## src/design/gta_pkg.sv

```systemverilog
// Shared types, constants and helper functions of the 8x4 tile accumulate unit.
package gta_pkg;

   localparam int TILE_ROWS = 8;
   localparam int TILE_COLS = 4;
   localparam int ACC_DEPTH = TILE_ROWS * TILE_COLS;
   localparam int ROW_W     = 3;
   localparam int COL_W     = $clog2(TILE_COLS);
   localparam int CNT_W     = $clog2(ACC_DEPTH);

   localparam logic [1:0] FUNC_LOAD_B = 2'd0;
   localparam logic [1:0] FUNC_STEP   = 2'd1;
   localparam logic [1:0] FUNC_FLUSH  = 2'd2;

   localparam logic [63:0] ONE_BITS    = 64'h3FF0_0000_0000_0000;
   localparam logic [63:0] DEFAULT_NAN = 64'h7FF8_0000_0000_0000;
   localparam logic [62:0] INF_MAG     = 63'h7FF0_0000_0000_0000;

   typedef logic [63:0]        dword_type;
   typedef logic signed [13:0] exp_type;

   typedef struct packed {
      logic done;
      logic idle;
   } fma_stat_type;

   function automatic logic is_nan(input dword_type v);
      return v[62:0] > INF_MAG;
   endfunction

   function automatic logic is_inf(input dword_type v);
      return v[62:0] == INF_MAG;
   endfunction

   function automatic logic is_zero(input dword_type v);
      return v[62:0] == 63'd0;
   endfunction

   // Right shift with every dropped bit ORed into bit 0.
   function automatic logic [127:0] shr_sticky(input logic [127:0] x, input logic [13:0] n);
      logic [127:0] r;
      logic [127:0] mask;
      if (n >= 14'd128) begin
         r = {127'd0, |x};
      end else begin
         r    = x >> n[6:0];
         mask = ~({128{1'b1}} << n[6:0]);
         r[0] = r[0] | (|(x & mask));
      end
      return r;
   endfunction

endpackage

```

## src/design/gta_acc_cell.sv

```systemverilog
// One accumulator cell of the rotating accumulator chain.
module gta_acc_cell (
   input  logic                clock,
   input  logic                reset,
   input  logic                advance,
   input  gta_pkg::dword_type  next_val,
   output gta_pkg::dword_type  value
);
   gta_pkg::dword_type value_ff;
   gta_pkg::dword_type value_in;

   always_comb begin
      value_in = value_ff;
      if (advance) begin
         value_in = next_val;
      end
   end

   always_ff @(posedge clock) begin
      if (reset) begin
         value_ff <= '0;
      end else begin
         value_ff <= value_in;
      end
   end

   assign value = value_ff;
endmodule

```

## config.mk

```make
export PLATFORM = sky130hd
export DESIGN_NAME = gta_acc_cell
export DESIGN_NICKNAME = d
export VERILOG_FILES = /design/src/design/gta_pkg.sv /design/src/design/gta_acc_cell.sv
export SDC_FILE = /design/constraint.sdc
export NUM_CORES = 1
export LEC_CHECK = 0
export ABC_AREA = 1
export BUFFER_PORTS_ARGS = -buffer_cell sky130_fd_sc_hd__buf_2
export CAP_MARGIN = 20
export CORE_ASPECT_RATIO = 1.1
export CORE_MARGIN = 8
export CORE_UTILIZATION = 41
export DETAILED_ROUTE_END_ITERATION = 7
export PLACE_DENSITY = 0.73
export REMOVE_ABC_BUFFERS = 1
export SYNTH_ARGS = -nofsm -noshare
export SYNTH_HDL_FRONTEND = slang
export SYNTH_SLANG_ARGS = --single-unit
```

## constraint.sdc

```tcl
create_clock -name clock -period 0.8 [get_ports clock]
set_input_delay 0.08 -clock clock [delete_from_list [all_inputs] [get_ports clock]]
set_output_delay 0.08 -clock clock [all_outputs]
set_load 0.05 [all_outputs]
```

# After elaboration in Yosys (flattened, before gate mapping)
# Index checks and enable logic that the tools add are counted.
[totals]
elab_cells = 1
inputBits = 67
ff_bits = 64
output_inout_bits = 64

# Logic depth before layout (Yosys ltp)
# Gate-level depths: netlist (run 1).
[logic_depth]
depth_word = 0
depth_mapped = 5
ltp_nobuf = 4

# Worst setup path after synthesis (run 1)
# Ideal clock, no wire load.
[synth_timing]
path_type = "register to register"
start = "register, netlist name value[61]"
end = "register value_ff[61] (netlist: value[61])"
period_less_slack_ns = 0.858
required_ns = 0.736
setup_time_ns = 0.064
arrival_ns = 0.794
path_slack_ns = -0.058
stages_incl_launch_ff = 3
n_path_buf = 0
cell_sequence = "dfxtp_1 > nor2_1 > nor2_1"
[synth_rtl]
columns = ["element", "line_no", "text"]
rows = [
  ["end signal, assigned", "gta_acc_cell.sv:23", "value_ff <= value_in;"],
  ["end, declared", "gta_acc_cell.sv:9", "gta_pkg::dword_type value_ff;"],
]

# Final worst setup path (run 1)
[layout_timing]
start = "register value_ff[49] (netlist: value[49])"
end = "output port value[49]"
[layout_rtl]
columns = ["element", "line_no", "text"]
rows = [
  ["end, declared", "gta_acc_cell.sv:7", "output gta_pkg::dword_type value"],
]
# No word-level cell between the ends.

==> impl_metrics.tcl, run 1 <==
set metrics [dict create \
    outcome "finished with violations" \
    violations "setup timing" \
    grt_start_max_net_pins 59 \
    wl_per_cell_um 11.9 \
    worstPathRequired_ps 720 \
    seq_area_frac_synth_pct 48.1 \
    arrival_ps 840 \
    synth_cells 405 \
    fin_area_sq_um 4290 \
    rsz0062_at_grt "true" \
    ir_drop_v 0.00127 \
    clockBufferDepth 2 \
    slew_headroom_pct 84.6 \
    dr.pass1.iters 4 \
    seqPwrFrac_pct 41.1 \
    synthAdderAreaFrac_pct 0 \
    cts_num_sinks 64 \
    synth_compound_area_share_pct 0 \
    synth-main-ff-cell "dfxtp_1" \
    worstPathMaxFanout 2 \
    maxSlewViolCount 0 \
    slowest_stage "dfxtp_2" \
    fp.coreArea_sq_um 6440 \
    die_h_um 101 \
    post-place-ws_ps 21.5 \
    fin_nets 602 \
    diodes 0 \
    setup_tns_ps -6250 \
    synth_warnings 0 \
    drv_cap 0 \
    startpoint_type "register" \
    dp_hpwl_um 4820 \
    area_delta_synth_final_pct 61.0 \
    worstMarginPinSlew_ps 231 \
    placed_area_sq_um 3330 \
    ys_seq_elements 64 \
    synthXorXnorAreaFrac_pct 0 \
    power_density_nw_per_um2 2080 \
    fmax_mhz 1090 \
    yosysTopAreaCell "dfxtp_1" \
    avgSynthCellArea_sq_um 6.58 \
    pwr-share-comb_pct 25.1 \
    cp-end-kind "primary output" \
    setup-violations-final 64 \
    vias 2624 \
    path_delay_family "flip-flops" \
    antenna_found_initial 1 \
    cts_tree "yes" \
    switching_share_pct 30.3 \
    synth_simple_gate_area_share_pct 36.0 \
    min_period_ps 920 \
    power_mw 8.92 \
    layout-drive-gt1-share_pct 40.7 \
    drt-initial-drc-count 103 \
    grt_usage_pct 16.1 \
    intPower_mw 6.22 \
    synthTopCellsByArea "dfxtp_1 48%, nand2_1 18%, nor2_1 18%" \
    cts_made_buffers 9 \
    netlist_area_sq_um 2670 \
    hold_viol_final 0 \
    synth_async_sr_flop_share_pct 0 \
    ys_types 8 \
    clock_latency_ps 320 \
    cts-root-buf "clkbuf_8" \
    synth-edff-count 0 \
    die_width_um 92.9 \
    ant_nets 0 \
    h-tree-depth 3 \
    post-route-util_pct 66.7 \
    min_period_over_period_pct 115 \
    viasPerCell 4.22 \
    synth_top_family_by_area "simple AND/OR/NAND/NOR gates" \
    grt-ovfl-total 0 \
    gp_congestion 0.699 \
    cts_hold_buffers 0 \
    port_buffers 130 \
    fp.dieArea_sq_um 9340 \
    p_leak_nw 2.39 \
    setup_slack_ps -120 \
    pin_count 131 \
    synth_mux_area_share_pct 0 \
    post-route-drc-count 0 \
    largest_reg_flops 64 \
    hold_class "in2reg" \
    clock-skew-final_ps 0 \
    yosys-top-cells-count "128 x nand2_1, 128 x nor2_1, 64 x dfxtp_1, 64 x inv_1, 12 x buf_6" \
    netlist.area_leader.share_pct 48.1 \
    grt_pass1_wl_um 12100 \
    pwr-share-clk_pct 33.9 \
    first_global_vias 2641 \
    p_sw_mw 2.70 \
    worstSetupPathType "reg2out" \
    cpPeakStageDelay_ps 360 \
    rows 31 \
    start_util_pct 41.4 \
    drt_wl_total_um 7410 \
    crit_chain "buf_8" \
    worst-path-buf-inv 1 \
    clk_pin_slew_ps 70 \
]
## worst paths after layout
check               startpoint        end  slack (ps)  cells past startpoint
hold / removal    next_val[37]  value[37]          30                      5
setup reg to reg     value[59]  value[59]         110                      3
hold reg to reg      value[15]  value[15]         480                      2
setup / recovery     value[49]  value[49]        -120                      1
## layout make-up
type	instances	area (sq um)
Clock buffer	10	138
Tap cell	82	103
Sequential cell	64	1360
Multi-Input combinational cell	256	961
Fill cell	545	2150
Clock inverter	6	82.6
Timing Repair Buffer	139	1400
Inverter	65	244
## placed cells by master, fill, tap and decap left out
| cell type | instances |
|---|---|
| nor2_1 | 128 |
| nand2_1 | 128 |
| buf_2 | 65 |
| inv_1 | 64 |
| dfxtp_2 | 64 |
| buf_8 | 62 |
| clkbuf_8 | 10 |
| buf_4 | 6 |
| buf_12 | 4 |
| clkinv_2 | 3 |
| bufinv_16 | 2 |
| buf_6 | 2 |
| inv_2 | 1 |
| clkinvlp_4 | 1 |
## metrics by stage
step | cells | hold WS (ps)
final | 622 | 29.8
after global routing | 622 | 25.3
after CTS | 619 | 5.95
after detailed placement | 602 | 374
after global placement | 602 | 359
after floorplan | 385 | 209
## kinds of logic (layout without fill, tap and decap cells)
logic type	Yosys count	count (layout)
AND/OR/NAND/NOR	256	256
buffers and inverters	85	220
flip-flops	64	64
## per-layer routing
metal,vias to the layer above,share of wire [%],GRT usage [%]
li1,1399,-,-
met1,1129,37,16.1
met2,80,52,28.5
met3,14,9.1,6.18
met4,2,1.9,7.57
met5,-,0.18,0
## power by group through the flow
stage                     Combinational, mW  Clock [mW]  Sequential [mW]
after global placement                 1.76           0             3.58
after floorplan                       0.410           0             4.36
final                                  2.24        3.02             3.66
after global routing                   2.40        3.27             3.69
after CTS                              2.21        3.14             3.66
after detailed placement               1.79           0             3.59
## worst reg2reg max path: stages (launching register included)
cell and delay [ps]:
dfxtp_2 340, buf_4 130, nor2_1 70, nor2_1 50
## timing repair
item,in CTS,in global routing
setup endpoints to repair,64,64
setup buffers,1,3
gates resized for setup,250,4
Power figures use the tool's default switching activity.
==> run 2: changes to the inputs <==
--- a/config.mk
+++ b/config.mk
@@ -6,10 +6,9 @@
 export NUM_CORES = 1
 export LEC_CHECK = 0
-export ABC_AREA = 1
 export BUFFER_PORTS_ARGS = -buffer_cell sky130_fd_sc_hd__buf_2
 export CAP_MARGIN = 20
 export CORE_ASPECT_RATIO = 1.1
 export CORE_MARGIN = 8
-export CORE_UTILIZATION = 41
+export CORE_UTILIZATION = 39
 export DETAILED_ROUTE_END_ITERATION = 7
 export PLACE_DENSITY = 0.73
==> constraint.sdc (replaced) <==
create_clock -name clock -period 0.8 [get_ports clock]
set_input_delay 0.08 -clock clock [delete_from_list [all_inputs] [get_ports clock]]
set_output_delay 0.08 -clock clock [all_outputs]
set_load 0.005 [all_outputs]
==> run 2 against run 1 <==
The flow finishes with violations (hold timing, setup timing). Clock-buffer cell count increased by 1. Design area up 0.79%. Sequential share of layout area shrank 0.25 points. Non-clock buffer count grew 69. Combinational power is 40% lower. Register-to-register slack worse by 80 ps. Clock power decreased by 5%. Synthesized cell count decreased by 49%. Clock skew stayed put. Total power shrank 13%. Setup slack improved by 51 ps. Critical path type unchanged.
==> impl_metrics.tcl, run 2 <==
set metrics [dict create \
    fp.coreArea_sq_um 5730 \
    hold_depth 3 \
    reg2regPathDepth 3 \
    dr.pass1.iters 4 \
    min_period_ps 869 \
    cts_num_sinks 64 \
    synth_compound_area_share_pct 0 \
    cpPeakStageDelay_ps 350 \
    nFillCells 374 \
    violations "hold timing, setup timing" \
    crit_chain "buf_2" \
    vias 2203 \
    path_delay_family "flip-flops" \
    synth-edff-count 0 \
    grt_start_max_net_pins 34 \
    grt-busiest-layer "met2" \
    setup-violations-final 64 \
    largest_reg_flops 64 \
    path_depth 1 \
    setup_slack_ps -69.3 \
    die_h_um 96.4 \
    ir_drop_v 0.00123 \
    seq_area_frac_synth_pct 55.9 \
    cp-end-kind "primary output" \
    area_delta_synth_final_pct 88.9 \
    drv_cap 0 \
    min_to "value[26]" \
    hold_class "in2reg" \
    grt_pass1_wl_um 11600 \
    clock_latency_ps 330 \
    timing.rr.end "value[10]" \
    rsz0062_at_grt "true" \
    pin_count 131 \
    placed_area_sq_um 2990 \
    timing.rr.start "value[10]" \
    slew_headroom_pct 86.6 \
    synth-main-ff-cell "dfxtp_1" \
    worstPathMaxFanout 2 \
    worstMarginPinSlew_ps 195 \
    regToRegSetupSlack_ps 30 \
    worstPathRequired_ps 720 \
    synth_top_family_by_area "multiplexers" \
    yosysTopAreaCell "dfxtp_1" \
    hold_viol_final 1 \
    rows 29 \
    clk_pin_slew_ps 70 \
    min_from "next_val[26]" \
    startpoint_type "register" \
    cts_tree "yes" \
    fin_nets 478 \
    whs_ps -2.28 \
    post-route-util_pct 75.5 \
    clockBufferDepth 2 \
    arrival_ps 790 \
    worstSetupPathType "reg2out" \
    netlist_area_sq_um 2290 \
    avgSynthCellArea_sq_um 11.1 \
    ff_latch_area_sq_um 1360 \
    synthTopCellsByArea "dfxtp_1 56%, mux2i_1 28%, nor2_1 10%" \
    clock-skew-final_ps 0 \
    first_global_vias 2435 \
    fin_area_sq_um 4330 \
    netlist.area_leader.share_pct 55.9 \
    start_util_pct 40.0 \
    port_buffers 130 \
    layout_commonest_cell "buf_2" \
    multi_input_area_sq_um 885 \
    ys_seq_elements 64 \
    fmax_mhz 1150 \
    worst-path-buf-inv 1 \
    synth_async_sr_flop_share_pct 0 \
    min_period_over_period_pct 109 \
    maxSlewViolCount 0 \
    h-tree-depth 3 \
    grt_usage_pct 17.8 \
    startpoint "value[4]" \
    power_density_nw_per_um2 1790 \
    synth_simple_gate_area_share_pct 10.5 \
    wl_per_cell_um 15.9 \
    synth_mux_area_share_pct 28.0 \
    layout-drive-gt1-share_pct 54.3 \
    ys_types 7 \
    grtUsageMet3_pct 6.43 \
    slowest_stage "dfxtp_2" \
    yosys-top-cells-count "64 x dfxtp_1, 64 x mux2i_1, 64 x nor2_1" \
    gp_congestion 0.656 \
    viasPerCell 4.47 \
    synth_cells 206 \
    drt-initial-drc-count 51 \
    cts_made_buffers 9 \
    synth_warnings 0 \
    grtUsageMet2_pct 33.6 \
    synthXorXnorAreaFrac_pct 0 \
    post-route-drc-count 0 \
    ant_nets 0 \
    global_route.usage.met1_pct 16.3 \
    fp.dieArea_sq_um 8590 \
    dp_hpwl_um 4250 \
    diodes 0 \
    p_leak_nw 2.14 \
    grt-ovfl-total 0 \
    cts-root-buf "clkbuf_8" \
    drt_wl_total_um 7860 \
    die_width_um 89.1 \
    synthAdderAreaFrac_pct 0 \
    final_cell_mix "76 x buf_2, 64 x nor2_1, 64 x dfxtp_2" \
    outcome "finished with violations" \
    antenna_found_initial 0 \
]
run 2: changes by cell type after synthesis, moves of 2 or more:
| cell | delta |
|---|---|
| nand2_1 | -128 |
| inv_1 | -64 |
| mux2i_1 | +64 |
| nor2_1 | -64 |
| buf_6 | -11 |
| buf_1 | +6 |
| buf_2 | -6 |
| buf_8 | +6 |
| buf_4 | -2 |
run 2: final cells by class:
cell class                 instances  area share, %
timing repair buffer             208           41.1
sequential                        64           31.5
multi-input combinational        128           20.4
clock buffer                      11           3.50
tap                               77           2.23
clock inverter                     5           1.27
run 2: cell families after synthesis:
family / count (synthesis)
DFF: 64
muxes: 64
and+or+nand+nor: 64
buffers and inverters: 14
run 2: report_power, final:
group / switching (mW) / total, mW / internal, mW
combinational: 0.472 / 1.34 / 0.868
clock: 1.26 / 2.86 / 1.60
sequential: 0.130 / 3.55 / 3.42
total: 1.86 / 7.74 / 5.88
run 2: worst max path at each step:
stage,end,slack [ps]
2_1_floorplan,value[0],240
3_3_place_gp,value[50],-30
3_5_place_dp,value[1],-50
4_1_cts,value[31],-80
5_1_grt,value[5],-110
6_report,value[4],-70
run 2: through the flow:
step | TNS [ps] | instances | setup WS [ps] | power [mW]
6_report | -3070 | 493 | -69.3 | 7.74
5_1_grt | -5440 | 493 | -108 | 8.10
4_1_cts | -4240 | 486 | -76.6 | 7.63
3_5_place_dp | -1760 | 403 | -47.0 | 4.38
3_3_place_gp | -669 | 403 | -27.9 | 4.36
2_1_floorplan | 0 | 192 | 236 | 3.83
run 2: layer usage:
layer / vias to the layer above / wire, um
li1: 1091 / -
met1: 1015 / 2750
met2: 84 / 4290
met3: 13 / 661
met4: 0 / 157
met5: - / 0
run 2: repair_timing:
item                                    CTS  global route
hold buffers                             63             0
endpoints found under the hold margin    63             0
gates resized for setup                  88            30
endpoints found under the setup margin   64            65
setup buffers                             4             7
